`src/rtl/core/kvfp_pkg.sv`:
```
package kvfp_pkg;

    // Default sizes of the key and value buffers (one slot stays unused)
    localparam int KEY_CHARS_DEF   = 16;
    localparam int VALUE_CHARS_DEF = 16;

    // Character codes
    localparam logic [7:0] CHR_TAB   = 8'h09;
    localparam logic [7:0] CHR_LF    = 8'h0A;
    localparam logic [7:0] CHR_CR    = 8'h0D;
    localparam logic [7:0] CHR_PLUS  = 8'h2B;
    localparam logic [7:0] CHR_MINUS = 8'h2D;
    localparam logic [7:0] CHR_ZERO  = 8'h30;
    localparam logic [7:0] CHR_NINE  = 8'h39;
    localparam logic [7:0] CHR_X     = 8'h78;
    localparam logic [7:0] CHR_O     = 8'h4F;
    localparam logic [7:0] CHR_N     = 8'h4E;

    // Special keys, first character in the low byte
    localparam logic [63:0] KEY_CHECKSUM = 64'h6D75_736B_6365_6843;
    localparam logic [23:0] KEY_PID      = 24'h44_4950;

    // CR plus LF that closed the line before a PID line
    localparam logic [7:0] PID_SUM_BASE = 8'h17;

    // Output stream layout
    localparam int TDATA_W         = 296;
    localparam int TUSER_W         = 3;
    localparam int VALUE_LSB       = 128;
    localparam int NUMBER_LSB      = 256;
    localparam int LINES_LSB       = 288;
    localparam int USER_IS_ON      = 0;
    localparam int USER_LINE_GOOD  = 1;
    localparam int USER_FRAME_GOOD = 2;

    typedef struct packed {
        logic stop;
        logic neg;
        logic hex;
    } num_mode_t;

    // Hex digit decode: bit 4 flags a valid digit, bits 3:0 hold its value
    function automatic logic [4:0] hex_digit(input logic [7:0] c);
        logic [4:0] r;
        r = 5'd0;
        if (c >= 8'h30 && c <= 8'h39) begin
            r = {1'b1, 4'(c - 8'h30)};
        end
        else if (c >= 8'h61 && c <= 8'h66) begin
            r = {1'b1, 4'(c - 8'h57)};
        end
        else if (c >= 8'h41 && c <= 8'h46) begin
            r = {1'b1, 4'(c - 8'h37)};
        end
        return r;
    endfunction

endpackage

```
`src/rtl/core/key_value_frame_parser_unit.sv`:
```
// Path: an accepted byte goes into the input register and is parsed into the result
// register once that register is free; a line result then shows on the master side.
// Throughput: one byte per cycle, sustained while results are taken; a waiting result
// stalls the byte input register only, set by the single result register.
// Reset: rst_n is asynchronous, active low; it empties both registers and clears key,
// value, line, number and frame state to zero.
module key_value_frame_parser_unit
    import kvfp_pkg::*;
#(
    parameter int KEY_CHARS   = KEY_CHARS_DEF,
    parameter int VALUE_CHARS = VALUE_CHARS_DEF
)
(
    input  logic               clk,
    input  logic               rst_n,
    input  logic               s_axis_tvalid,
    output logic               s_axis_tready,
    input  logic [7:0]         s_axis_tdata,   // byte_in
    output logic               m_axis_tvalid,
    input  logic               m_axis_tready,
    // key_first_half, key_second_half, value_first_half, value_second_half,
    // number_value, lines_seen
    output logic [TDATA_W-1:0] m_axis_tdata,
    output logic [TUSER_W-1:0] m_axis_tuser,   // is_on, line_good, frame_good
    output logic               m_axis_tlast    // frame_done
);

    localparam int KW = $clog2(KEY_CHARS);
    localparam int VW = $clog2(VALUE_CHARS);
    localparam logic [KW-1:0] KEY_MAX   = KW'(KEY_CHARS - 1);
    localparam logic [VW-1:0] VALUE_MAX = VW'(VALUE_CHARS - 1);

    // Input register
    logic       in_valid_reg, in_valid_next;
    logic [7:0] in_byte_reg;

    // Parser state
    logic [7:0]    key_store_reg   [KEY_CHARS];
    logic [7:0]    key_store_next  [KEY_CHARS];
    logic [7:0]    value_store_reg [VALUE_CHARS];
    logic [7:0]    value_store_next[VALUE_CHARS];
    logic [KW-1:0] key_count_reg, key_count_next;
    logic [VW-1:0] value_pos_reg, value_pos_next;
    logic          after_tab_reg, after_tab_next;
    logic          too_long_reg, too_long_next;
    logic [7:0]    line_len_reg, line_len_next;
    logic [7:0]    line_sum_reg, line_sum_next;
    logic [7:0]    frame_sum_reg, frame_sum_next;
    logic [7:0]    good_lines_reg, good_lines_next;
    logic [31:0]   num_acc_reg, num_acc_next;
    num_mode_t     num_mode_reg, num_mode_next;

    // Result register
    logic               out_valid_reg, out_valid_next;
    logic [TDATA_W-1:0] out_data_reg, out_data_next;
    logic [TUSER_W-1:0] out_user_reg, out_user_next;
    logic               out_last_reg, out_last_next;

    logic       fire;
    logic       s_accept;
    logic [7:0] b;

    // Value store after taking the current byte as a value character
    logic [7:0]    vc_store[VALUE_CHARS];
    logic [VW-1:0] vc_pos;
    logic [31:0]   vc_acc;
    num_mode_t     vc_mode;
    logic          vc_too_long;

    logic [127:0] key_flat;
    logic [127:0] val_cur_flat;
    logic [127:0] val_vc_flat;

    logic cks;
    logic pid;
    logic line_good_cur;

    // Handshake: hold the byte while the result register is occupied
    assign fire          = in_valid_reg && (!out_valid_reg || m_axis_tready);
    assign s_axis_tready = !in_valid_reg || fire;
    assign s_accept      = s_axis_tvalid && s_axis_tready;
    assign b             = in_byte_reg;

    assign m_axis_tvalid = out_valid_reg;
    assign m_axis_tdata  = out_data_reg;
    assign m_axis_tuser  = out_user_reg;
    assign m_axis_tlast  = out_last_reg;

    // Flatten stores into zero-padded 16-byte words
    for (genvar g = 0; g < 16; g++) begin : g_flat
        if (g < KEY_CHARS) begin : g_key
            assign key_flat[8*g +: 8] = key_store_reg[g];
        end
        else begin : g_key_pad
            assign key_flat[8*g +: 8] = 8'd0;
        end
        if (g < VALUE_CHARS) begin : g_val
            assign val_cur_flat[8*g +: 8] = value_store_reg[g];
            assign val_vc_flat[8*g +: 8]  = vc_store[g];
        end
        else begin : g_val_pad
            assign val_cur_flat[8*g +: 8] = 8'd0;
            assign val_vc_flat[8*g +: 8]  = 8'd0;
        end
    end

    // Special line detection
    assign cks = after_tab_reg && (5'(key_count_reg) == 5'd8) && (line_len_reg == 8'd9)
              && (value_pos_reg == '0) && (key_flat[63:0] == KEY_CHECKSUM);
    assign pid = !after_tab_reg && (line_len_reg == 8'd3) && (5'(key_count_reg) == 5'd3)
              && (key_flat[23:0] == KEY_PID);
    assign line_good_cur = after_tab_reg && (key_count_reg != '0) && (value_pos_reg != '0)
                        && !too_long_reg;

    // Append the byte to the value and advance the number conversion
    always_comb
    begin
        logic [4:0]  hd;
        logic [31:0] times_ten;
        hd          = hex_digit(b);
        times_ten   = (num_acc_reg << 3) + (num_acc_reg << 1);
        vc_store    = value_store_reg;
        vc_pos      = value_pos_reg;
        vc_acc      = num_acc_reg;
        vc_mode     = num_mode_reg;
        vc_too_long = too_long_reg;
        if (value_pos_reg < VALUE_MAX)
        begin
            vc_store[value_pos_reg] = b;
            vc_pos = value_pos_reg + 1'b1;
            if (!num_mode_reg.stop)
            begin
                if (num_mode_reg.hex)
                begin
                    if (!hd[4])
                    begin
                        vc_mode.stop = 1'b1;
                    end
                    else
                    begin
                        vc_acc = {num_acc_reg[27:0], hd[3:0]};
                    end
                end
                else if (value_pos_reg == '0 && b == CHR_MINUS)
                begin
                    vc_mode.neg = 1'b1;
                end
                else if (value_pos_reg == '0 && b == CHR_PLUS)
                begin
                    vc_mode = num_mode_reg;
                end
                else if (value_pos_reg == VW'(1) && b == CHR_X
                         && value_store_reg[0] == CHR_ZERO)
                begin
                    vc_mode.hex = 1'b1;
                    vc_acc      = 32'd0;
                end
                else if (b >= CHR_ZERO && b <= CHR_NINE)
                begin
                    vc_acc = times_ten + {24'd0, b - CHR_ZERO};
                end
                else
                begin
                    vc_mode.stop = 1'b1;
                end
            end
        end
        else
        begin
            vc_too_long = 1'b1;
        end
    end

    // Next state and result for one byte
    always_comb
    begin
        logic [127:0]  res_val;
        logic [VW-1:0] res_pos;
        logic [31:0]   res_acc;
        num_mode_t     res_mode;
        logic [31:0]   res_number;
        logic          res_is_on;
        logic [7:0]    len_inc;

        in_valid_next    = s_accept ? 1'b1 : (fire ? 1'b0 : in_valid_reg);
        key_store_next   = key_store_reg;
        value_store_next = value_store_reg;
        key_count_next   = key_count_reg;
        value_pos_next   = value_pos_reg;
        after_tab_next   = after_tab_reg;
        too_long_next    = too_long_reg;
        line_len_next    = line_len_reg;
        line_sum_next    = line_sum_reg;
        frame_sum_next   = frame_sum_reg;
        good_lines_next  = good_lines_reg;
        num_acc_next     = num_acc_reg;
        num_mode_next    = num_mode_reg;
        out_valid_next   = m_axis_tready ? 1'b0 : out_valid_reg;
        out_data_next    = out_data_reg;
        out_user_next    = out_user_reg;
        out_last_next    = out_last_reg;

        len_inc = (line_len_reg != 8'hFF) ? line_len_reg + 8'd1 : line_len_reg;

        // Result fields: checksum line shows the value with its byte taken in
        res_val    = cks ? val_vc_flat : val_cur_flat;
        res_pos    = cks ? vc_pos : value_pos_reg;
        res_acc    = cks ? vc_acc : num_acc_reg;
        res_mode   = cks ? vc_mode : num_mode_reg;
        res_number = res_mode.neg ? (32'd0 - res_acc) : res_acc;
        res_is_on  = (res_pos == VW'(2)) && (res_val[7:0] == CHR_O)
                  && (res_val[15:8] == CHR_N);

        if (fire)
        begin
            frame_sum_next = frame_sum_reg + b;
            if (cks)
            begin
                // Close the frame on the checksum byte
                line_len_next    = len_inc;
                line_sum_next    = line_sum_reg + b;
                value_store_next = vc_store;
                value_pos_next   = vc_pos;
                num_acc_next     = vc_acc;
                num_mode_next    = vc_mode;
                too_long_next    = vc_too_long;
                out_valid_next   = 1'b1;
                out_last_next    = 1'b1;
                out_user_next    = '0;
                out_user_next[USER_IS_ON]      = res_is_on;
                out_user_next[USER_FRAME_GOOD] = (frame_sum_next == 8'd0)
                                              && (good_lines_reg != 8'd0);
                out_data_next = {good_lines_reg, res_number, res_val, key_flat};
            end
            else if (b == CHR_CR)
            begin
                // Drop carriage return
                out_valid_next = m_axis_tready ? 1'b0 : out_valid_reg;
            end
            else if (b == CHR_LF)
            begin
                // End the line: emit the result and clear line state
                if (line_good_cur && good_lines_reg != 8'hFF)
                begin
                    good_lines_next = good_lines_reg + 8'd1;
                end
                out_valid_next = 1'b1;
                out_last_next  = 1'b0;
                out_user_next  = '0;
                out_user_next[USER_IS_ON]     = res_is_on;
                out_user_next[USER_LINE_GOOD] = line_good_cur;
                out_data_next = {good_lines_next, res_number, res_val, key_flat};
                for (int i = 0; i < KEY_CHARS; i++)
                begin
                    key_store_next[i] = 8'd0;
                end
                for (int i = 0; i < VALUE_CHARS; i++)
                begin
                    value_store_next[i] = 8'd0;
                end
                key_count_next = '0;
                value_pos_next = '0;
                after_tab_next = 1'b0;
                too_long_next  = 1'b0;
                line_len_next  = 8'd0;
                line_sum_next  = 8'd0;
                num_acc_next   = 32'd0;
                num_mode_next  = '0;
            end
            else
            begin
                line_len_next = len_inc;
                line_sum_next = line_sum_reg + b;
                if (b == CHR_TAB)
                begin
                    // Restart the frame on a PID line; each tab restarts the value
                    if (pid)
                    begin
                        frame_sum_next  = PID_SUM_BASE + line_sum_reg + b;
                        good_lines_next = 8'd0;
                    end
                    after_tab_next = 1'b1;
                    for (int i = 0; i < VALUE_CHARS; i++)
                    begin
                        value_store_next[i] = 8'd0;
                    end
                    value_pos_next = '0;
                    num_acc_next   = 32'd0;
                    num_mode_next  = '0;
                end
                else if (after_tab_reg)
                begin
                    value_store_next = vc_store;
                    value_pos_next   = vc_pos;
                    num_acc_next     = vc_acc;
                    num_mode_next    = vc_mode;
                    too_long_next    = vc_too_long;
                end
                else if (key_count_reg < KEY_MAX)
                begin
                    key_store_next[key_count_reg] = b;
                    key_count_next = key_count_reg + 1'b1;
                end
                else
                begin
                    too_long_next = 1'b1;
                end
            end
        end
    end

    // Control and parser state registers
    always_ff @(posedge clk or negedge rst_n)
    begin
        if (!rst_n)
        begin
            in_valid_reg  <= 1'b0;
            out_valid_reg <= 1'b0;
            for (int i = 0; i < KEY_CHARS; i++)
            begin
                key_store_reg[i] <= 8'd0;
            end
            for (int i = 0; i < VALUE_CHARS; i++)
            begin
                value_store_reg[i] <= 8'd0;
            end
            key_count_reg  <= '0;
            value_pos_reg  <= '0;
            after_tab_reg  <= 1'b0;
            too_long_reg   <= 1'b0;
            line_len_reg   <= 8'd0;
            line_sum_reg   <= 8'd0;
            frame_sum_reg  <= 8'd0;
            good_lines_reg <= 8'd0;
            num_acc_reg    <= 32'd0;
            num_mode_reg   <= '0;
        end
        else
        begin
            in_valid_reg    <= in_valid_next;
            out_valid_reg   <= out_valid_next;
            key_store_reg   <= key_store_next;
            value_store_reg <= value_store_next;
            key_count_reg   <= key_count_next;
            value_pos_reg   <= value_pos_next;
            after_tab_reg   <= after_tab_next;
            too_long_reg    <= too_long_next;
            line_len_reg    <= line_len_next;
            line_sum_reg    <= line_sum_next;
            frame_sum_reg   <= frame_sum_next;
            good_lines_reg  <= good_lines_next;
            num_acc_reg     <= num_acc_next;
            num_mode_reg    <= num_mode_next;
        end
    end

    // Payload registers
    always_ff @(posedge clk)
    begin
        if (s_accept)
        begin
            in_byte_reg <= s_axis_tdata;
        end
        out_data_reg <= out_data_next;
        out_user_reg <= out_user_next;
        out_last_reg <= out_last_next;
    end

endmodule

```
`config.mk`:
```
export PLATFORM = sky130hd
export DESIGN_NAME = key_value_frame_parser_unit
export DESIGN_NICKNAME = d
export VERILOG_FILES = /design/src/rtl/core/kvfp_pkg.sv /design/src/rtl/core/key_value_frame_parser_unit.sv
export SDC_FILE = /design/constraint.sdc
export NUM_CORES = 1
export LEC_CHECK = 0
export BUFFER_PORTS_ARGS = -buffer_cell sky130_fd_sc_hd__buf_2
export CORE_MARGIN = 2
export CORE_UTILIZATION = 43
export CTS_BUF_LIST = sky130_fd_sc_hd__clkbuf_8 sky130_fd_sc_hd__clkbuf_16
export DETAILED_ROUTE_END_ITERATION = 7
export PLACE_DENSITY = 0.72
export SLEW_MARGIN = 0
export SYNTH_ARGS = -nofsm -noshare
export SYNTH_HDL_FRONTEND = slang
export SYNTH_SLANG_ARGS = --single-unit
```
`constraint.sdc`:
```
create_clock -name clk -period 25.6 [get_ports clk]
set_input_delay 1.28 -clock clk [delete_from_list [all_inputs] [get_ports clk]]
set_output_delay 1.28 -clock clk [all_outputs]
set_load 0.005 [all_outputs]
```
Yosys cells after proc, flatten, opt, wreduce, memory -nomap -nowiden
Cells that the tools add are included.

Bits in registers: 643. Bits of input ports: 12. Output and inout port bits: 302. Word-level logic and storage cells: 259.

Add/subtract/negate cells: 14. Order comparisons: 12. Equality and inequality tests: 24. Multiplexer cells: 105. Bitwise logic cells: 4. Reductions and logical operators: 49.

Operator list (number): $mux W128 (11); $mux W296 (3); $mux W32 (15); $bwmux W128 (2); $mux W8 (18); $demux W8 S4 (2); $eq A64 B63 Y1 const B (1); $mux W4 (11); $add A32 B32 Y32 (1); $add A32 B8 Y32 (1); $eq A8 B4 Y1 const B (4); $sub A1 B32 Y32 const A (1); $mux W3 (10); $mux W1 (28); $logic_and A1 B1 Y1 (25); $add A8 B8 Y8 (3); $eq A24 B23 Y1 const B (1); $eq A8 B6 Y1 const B (3); $eq A8 B7 Y1 const B (3); $add A8 B1 Y8 const B (2); $ge A8 B7 Y1 const B (2); $le A8 B7 Y1 const B (2); $ne A8 B8 Y1 const B (2); $mux W5 (3); other kinds (32) (54).

Longest topological paths before layout
Gate-level depths: netlist of the first run.

Depth in word-level cells: 15. Mapped depth: 19. Gate-level depth less buffers: 15.

Least setup slack after synthesis of the first run
OpenSTA, ideal clock, no wires.

Path type: register -> register. Start point: register key_store_reg, in the netlist key_flat[26]. End point: register out_data_reg[0] (netlist: m_axis_tdata[0]), enable pin. Setup time: 0.649 ns. Arrival: 8.049 ns. Required time: 24.951 ns. Setup slack: 16.902 ns. Stages on the path, launching flop included: 9. Path buffers: 1. Period minus slack after synthesis: 8.698 ns. Path through: dfrtp_1 -> or4b_4 -> nor4_4 -> nand2_1 -> or3_1 -> clkbuf_1 -> a21oi_2 -> o21ai_0 -> inv_1.

Word-level cells in the longest chain between the ends: 4. Elaborated cells on any way between the ends: 5. Classes of those cells: eq/ne (2); reduce/logical (3).

Ends and longest elaborated chain: from (decl) (line key_value_frame_parser_unit.sv:38) `logic [7:0] key_store_reg [KEY_CHARS];`; from (signal assigned) (line key_value_frame_parser_unit.sv:342) `key_store_reg <= key_store_next;`; $eq A64 B63 Y1 * (line key_value_frame_parser_unit.sv:109) `&& (value_pos_reg == '0) && (key_flat[63:0] == KEY_CHECKSUM);`; $logic_and A1 B1 Y1 * (line key_value_frame_parser_unit.sv:109); $ne A2 B2 Y1 (no source line) or $reduce_bool A2 Y1 (tied branches); $reduce_and A3 Y1 (no source line) *; to (signal assigned) (line key_value_frame_parser_unit.sv:364) `out_data_reg <= out_data_next;`; to (decl) (line key_value_frame_parser_unit.sv:55) `logic [TDATA_W-1:0] out_data_reg, out_data_next;`.

Every way passes the cells marked *; elsewhere a longest branch is shown, timed or not. A chain may end at the register's enable or synchronous reset.

Worst setup path in the final report of the first run
Start point: register in_byte_reg[7] (netlist: b[7]). End point: register out_data_reg[287] (netlist: m_axis_tdata[287]) (data pin).

Word-level cells in the longest chain between the ends: 15. Elaborated cells on any way between the ends: 40. Classes of those cells: add/sub (3); order compare (6); eq/ne (3); mux (21); reduce/logical (7).

Ends and longest elaborated chain: from (decl) (line key_value_frame_parser_unit.sv:35) `logic [7:0] in_byte_reg;`; from (signal assigned) (line key_value_frame_parser_unit.sv:362) `in_byte_reg <= s_axis_tdata;`; $sub A8 B6 Y8, or another cell as far along (line key_value_frame_parser_unit.sv:160) `vc_acc = times_ten + {24'd0, b - CHR_ZERO};`; $add A32 B8 Y32, or another cell as far along (line key_value_frame_parser_unit.sv:160); $mux W32, or another cell as far along (line key_value_frame_parser_unit.sv:158) `else if (b >= CHR_ZERO && b <= CHR_NINE)`; $mux W32 or $mux W5 (tied branches) (line key_value_frame_parser_unit.sv:152, kvfp_pkg.sv:49); $mux W32 or $mux W5 (tied branches) (line key_value_frame_parser_unit.sv:148, kvfp_pkg.sv:46); $mux W32 (on tied branches) (line key_value_frame_parser_unit.sv:144, key_value_frame_parser_unit.sv:135); $mux W32 (line key_value_frame_parser_unit.sv:133) `if (num_mode_reg.hex)`; $mux W32 (line key_value_frame_parser_unit.sv:131) `if (!num_mode_reg.stop)`; $mux W32 (line key_value_frame_parser_unit.sv:127) `if (value_pos_reg < VALUE_MAX)`; $mux W32 (line key_value_frame_parser_unit.sv:208) `res_acc = cks ? vc_acc : num_acc_reg;`; $sub A1 B32 Y32 (line key_value_frame_parser_unit.sv:210) `res_number = res_mode.neg ? (32'd0 - res_acc) : res_acc;`; $mux W32 * (line key_value_frame_parser_unit.sv:210); $mux W296 (line key_value_frame_parser_unit.sv:240) `else if (b == CHR_LF)`; $mux W296 (line key_value_frame_parser_unit.sv:235) `else if (b == CHR_CR)`; $mux W296 * (line key_value_frame_parser_unit.sv:217) `if (cks)`.

Every way passes the cells marked *; elsewhere a longest branch is shown, timed or not. The select of a mux whose other input is x is not followed.

==> results of run 1 <==
-- cell type report --
class,count,area share
sequential,643,0.5205
multi-input combinational,1758,0.3213
timing repair buffer,347,0.05444
clock buffer,75,0.05274
tap,882,0.03258
clock inverter,46,0.01245
inverter,52,0.005983
-- power groups by stage --
stage / Combinational, W / Sequential (W) / Clock, W
global placement: 0.000677 / 0.00140 / 0
finish: 0.000706 / 0.00139 / 0.000978
floorplan: 0.000531 / 0.00135 / 0
global route: 0.000794 / 0.00141 / 0.00104
detailed placement: 0.000692 / 0.00140 / 0
CTS: 0.000699 / 0.00139 / 0.000993
-- cell usage in the layout (no fill, tap or decap), types with 21 or more instances in the layout --
| cell type | count |
|---|---|
| a22o_1 | 39 |
| nand4_1 | 33 |
| xnor2_1 | 50 |
| xor2_1 | 28 |
| buf_4 | 33 |
| o21ai_0 | 342 |
| nor3_1 | 27 |
| edfxtp_1 | 308 |
| dfrtp_1 | 335 |
| nand2_1 | 370 |
| inv_1 | 60 |
| buf_2 | 312 |
| nand3_1 | 159 |
| clkbuf_16 | 67 |
| a21oi_1 | 105 |
| ha_1 | 99 |
| a31oi_1 | 21 |
| nor2_1 | 97 |
-- worst min path at each step --
stage | end | start | slack [ps] | cells past startpoint
2_1_floorplan | m_axis_tdata[120] | key_flat[120] | 420 | 0
3_3_place_gp | m_axis_tdata[126] | key_flat[126] | 420 | 0
3_5_place_dp | m_axis_tdata[123] | key_flat[123] | 420 | 0
4_1_cts | m_axis_tdata[254] | val_cur_flat[126] | 440 | 0
5_1_grt | m_axis_tdata[66] | key_flat[66] | 450 | 0
6_report | m_axis_tdata[254] | val_cur_flat[126] | 440 | 0
-- cell families (layout without fill, tap and decap cells) --
group	Yosys count	after routing	synth area share
mux	36	36	0.01288
fa+ha+maj	110	110	0.04925
buf+inv	292	520	0.03865
simple gates	847	847	0.1406
compound gates	687	687	0.1404
flops	643	643	0.5952
xor+xnor	78	78	0.02306
-- metal layers --
| layer | wire length [um] | track usage | vias to the layer above |
|---|---|---|---|
| li1 | - | - | 10060 |
| met1 | 34490 | 0.3247 | 10970 |
| met2 | 39570 | 0.3713 | 1072 |
| met3 | 7670 | 0.04761 | 254 |
| met4 | 3403 | 0.09429 | 8 |
| met5 | 54 | 0 | - |
-- metrics by stage --
step                        util  instances  instance area, sq um  hold WS (ps)
after floorplan                -       2693                 29620         416.5
after global placement    0.4633       3682                 31670         423.5
after detailed placement  0.4633       3682                 31670         424.3
after CTS                 0.4957       3803                 33880         440.0
after global routing      0.4957       3803                 33880         447.6
final                     0.4957       3803                 33880         438.4
==> impl_metrics.yaml, run 1 <==
run_status:
  status: "finished clean"
cells_and_area:
  antenna_cells: 0
  largest_reg_flops: 296
  final_net_count: 2990
  area_growth_pct: 14.35
  regArea_sq_um: 17630
  n_fill_cell: 5987
  multi_input_area_sq_um: 10890
  drive_gt1_frac: 0.1763
setup_path:
  crit_buf_inv: 1
  path_delay_family: "compound AO/OA/AOI/OAI gates"
  cp.required_ps: 25940
  crit-reg2reg-launch: "b[7]"
  crit_path_start_kind: "flop"
  slowest_stage: "clkinv_1"
  worstSetupEndpoint: "m_axis_tdata[287]"
  worstPathCellList: "clkinv_1, xnor2_1, fa_1, ha_1, and3_1, a221oi_1, o41a_1, a211oi_1, mux2i_1, o2111ai_1, o21ai_0, nor2b_1, nand3_1, o41ai_2, xor2_1"
  arrival_ps: 6650
  r2r-end: "m_axis_tdata[287]"
  cp-end-kind: "flop"
  r2r_cells: 15
  crit_path_start: "b[7]"
  cpPeakStageDelay_ps: 910
  crit_cells: 15
  crit_path_max_fanout: 18
  critPathKind: "flop to flop"
  reg2reg_slack_ps: 19290
placement:
  gp_congestion: 0.9508
  place_hpwl_mm: 57.60
  pre_cts_slack_ps: 19440
  port_buffers: 313
sta:
  setup_tns_ps: 0
  final.setup.worst_slack_ps: 19290
  max_freq_mhz: 158.4
  finalCritPeriodShare: 0.2466
  hold_violations: 0
  slew_violations: 0
  period_minus_slack_ps: 6313
  rsz0062_at_grt: "no"
  setup_viol: 0
  worst_pin_slew_ps: 1160
  relSlewSlack: 0.2203
  clock_skew_ps: 35.75
pwr:
  pwr-share-clk: 0.318
  power_frac_seq: 0.452
  p_comb_frac: 0.230
  power_w: 0.003074
  power.internal_w: 0.002096
  switching_share: 0.3180
  leakagePower_nw: 14.19
  switching_power_w: 0.0009773
  vdd_ir_drop_max_mv: 0.04840
  p_per_area_nw_per_um2: 90.73
drt:
  ant_nets: 0
  wl_mm: 85.19
  vias: 22360
  drt-initial-drc-count: 2527
  dr.pass1.iters: 7
  via_per_inst: 5.880
  drc: 0
  wl_per_cell_um: 22.40
synthesis:
  synth_edf_count: 308
  synth_top_area_share: 0.3122
  ys.flop_type: "dfrtp_1"
  yosys-top-cells-area: "edfxtp_1 31%, dfrtp_1 28%, o21ai_0 5.8%"
  yosysTopAreaCell: "edfxtp_1"
  synthCells: 2693
  synth_area_sq_um: 29620
  yosysUniqueCellTypes: 101
  synthTopCellsByCount: "370 x nand2_1, 342 x o21ai_0, 335 x dfrtp_1"
  async_flop_share: 0.5210
  avgSynthCellArea_sq_um: 11.00
  yosysWarnings: 0
  syn-num-nets: 2815
  synth.most_common_cell: "nand2_1"
  synth_seq_cells: 643
  yosysSeqAreaShare: 0.5952
grt:
  grt_pass1_vias: 21310
  grtUsageTotal: 0.2372
  grt_pass1_wl_mm: 129.5
  grt_max_degree: 164
  antenna_found_initial: 4
  overflow: 0
cts:
  cts_buffers: 66
  clock_path_buffers: 3
  cts_resized: 0
  cts_hold_buf: 0
  tritoncts: "built"
  insertion_delay_ps: 610
  cts_setup_buffers: 0
  cts.sinks: 643
  cts_root_buf: "clkbuf_16"
  clk_pin_slew_ps: 60
  htreeDepth: 3
die:
  dieArea_sq_um: 71010
  core_area_sq_um: 68350
  die_y_um: 266.5
  ios: 314
  row_count: 96
  initial_core_util: 0.4335
  die_w_um: 266.5
min_path:
  hp-class: "flop to flop"
flow_run:
  max_cap_viol_count: 0
Note: power is estimated with default switching activity, not from simulation.
==> run 2: changes to the inputs <==
--- a/config.mk
+++ b/config.mk
@@ -10,7 +10,7 @@
 export CORE_UTILIZATION = 43
 export CTS_BUF_LIST = sky130_fd_sc_hd__clkbuf_8 sky130_fd_sc_hd__clkbuf_16
 export DETAILED_ROUTE_END_ITERATION = 7
-export PLACE_DENSITY = 0.72
+export PLACE_DENSITY = 0.75
 export SLEW_MARGIN = 0
 export SYNTH_ARGS = -nofsm -noshare
 export SYNTH_HDL_FRONTEND = slang
==> constraint.sdc (replaced) <==
create_clock -name clk -period 5.6 [get_ports clk]
set_input_delay 0.28 -clock clk [delete_from_list [all_inputs] [get_ports clk]]
set_output_delay 0.28 -clock clk [all_outputs]
set_load 0.005 [all_outputs]
==> impl_metrics.yaml, run 2 (synthesized netlist as in run 1, its figures left out) <==
setup_path:
  cp-end-kind: "flop"
  crit_path_max_fanout: 8
  crit_path_start: "b[4]"
  slowest_stage: "a211oi_1"
  crit-reg2reg-launch: "b[4]"
  cpPeakStageDelay_ps: 530
  worstPathCellList: "clkinvlp_4, ha_4, fa_1, ha_1, and3_1, a221oi_2, o41a_1, a211oi_1, mux2i_1, o2111ai_1, o21ai_0, nor2b_1, nand3_1, o41ai_2, xor2_1"
  arrival_ps: 5570
  critPathKind: "flop to flop"
  cp.required_ps: 5990
  crit_path_start_kind: "flop"
die:
  row_count: 96
  ios: 314
  die_y_um: 266.5
  die_w_um: 266.5
  initial_core_util: 0.4335
  core_area_sq_um: 68350
  dieArea_sq_um: 71010
drt:
  wl_mm: 83.66
  drt-initial-drc-count: 2616
  dr.pass1.iters: 6
  vias: 22430
  drc: 0
  wl_per_cell_um: 21.77
  via_per_inst: 5.837
  ant_nets: 0
pwr:
  p_comb_frac: 0.237
  power.internal_w: 0.009332
  p_per_area_nw_per_um2: 402.4
  switching_power_w: 0.004435
  vdd_ir_drop_max_mv: 0.2816
  pwr-share-clk: 0.301
  leakagePower_nw: 14.31
  switching_share: 0.3221
  power_frac_seq: 0.462
cells_and_area:
  largest_reg_flops: 296
  n_fill_cell: 5941
  drive_gt1_frac: 0.1874
  multi_input_area_sq_um: 10950
  final_util: 0.5005
  area_growth_pct: 15.48
  regArea_sq_um: 17630
  antenna_cells: 0
  final_net_count: 3030
  mostFrequentLayoutCell: "nand2_1"
  final_cell_mix: "370 x nand2_1, 341 x o21ai_0, 335 x dfrtp_1, 312 x buf_2, 308 x edfxtp_1"
grt:
  antenna_found_initial: 1
  grt_max_degree: 142
  grtUsageTotal: 0.2313
  grt_pass1_vias: 21310
  grt_pass1_wl_mm: 127.2
  overflow: 0
sta:
  hold_violations: 0
  clock_skew_ps: 19.72
  setup_tns_ps: 0
  relSlewSlack: 0.2024
  finalCritPeriodShare: 0.9252
  rsz0062_at_grt: "no"
  slew_violations: 0
  period_minus_slack_ps: 5181
  setup_viol: 0
  worst_pin_slew_ps: 1186
  max_freq_mhz: 193.0
placement:
  port_buffers: 313
  place_hpwl_mm: 57.93
  gp_congestion: 0.9712
min_path:
  hp-class: "primary input to asynchronous set/reset pin"
cts:
  cts_root_buf: "clkbuf_16"
  insertion_delay_ps: 640
  tritoncts: "built"
  cts_setup_buffers: 0
  cts_buffers: 61
  clock_path_buffers: 3
  cts.sinks: 643
  htreeDepth: 2
  clk_pin_slew_ps: 70
run_status:
  status: "finished clean"
flow_run:
  max_cap_viol_count: 0
run 2: power groups by stage:
stage	registers, W	logic, W	clock network, W
after floorplan	0.00618	0.00244	0
after global routing	0.00643	0.00364	0.00441
after detailed placement	0.00642	0.00319	0
after CTS	0.00634	0.00322	0.00422
final	0.00636	0.00326	0.00415
after global placement	0.00639	0.00311	0
run 2: cell type report:
class / count / share of cell area
Clock buffer: 69 / 0.04784
Clock inverter: 47 / 0.01214
Inverter: 52 / 0.005925
Multi-Input combinational cell: 1758 / 0.3199
Sequential cell: 643 / 0.5154
Tap cell: 882 / 0.03226
Timing Repair Buffer: 392 / 0.06649
run 2: worst max-delay path: cells and delay by family, from the launching register on:
kind | cells | cell delay, ps
AOI/OAI and AO/OA | 6 | 2000
and+or+nand+nor | 3 | 580
xor gates and xnor gates | 1 | 100
adders and majority gates | 3 | 1130
buffers and inverters | 1 | 310
DFF | 1 | 510
muxes | 1 | 300
run 2: final timing paths:
| check | to | slack [ps] | depth (start not counted) |
|---|---|---|---|
| max reg2reg | m_axis_tdata[287] | 420 | 15 |
| min in group clk | b[0] | 370 | 2 |
| min | good_lines_reg[0] | 300 | 2 |
| max in group asynchronous | val_cur_flat[80] | 3850 | 3 |
| min reg2reg | m_axis_tdata[120] | 440 | 0 |
| max | m_axis_tdata[287] | 420 | 15 |
run 2: timing repair:
item,CTS,global route
endpoints found under the setup margin,0,9
gates resized for setup,0,1
hold buffers,12,0
endpoints found under the hold margin,128,0
run 2: through the flow:
stage | instance area, sq um | setup WS [ps] | cells | hold WS, ps | total power [W]
after global placement | 32030 | 525.7 | 3715 | 424.8 | 0.009497
after global routing | 34210 | 10.96 | 3843 | 365.7 | 0.01448
after CTS | 34200 | 335.5 | 3843 | 352.7 | 0.01378
after floorplan | 29720 | -890.8 | 2693 | -15.59 | 0.008622
final | 34210 | 418.6 | 3843 | 295.5 | 0.01377
after detailed placement | 32030 | 408.3 | 3715 | 423.2 | 0.009608
run 2: layer usage:
metal	GRT usage	vias to the layer above	share of wire
met2	0.3673	1058	0.47
met4	0.1016	2	0.045
met3	0.04013	250	0.079
met1	0.3126	10990	0.41
li1	-	10130	-
met5	0	-	0.00016
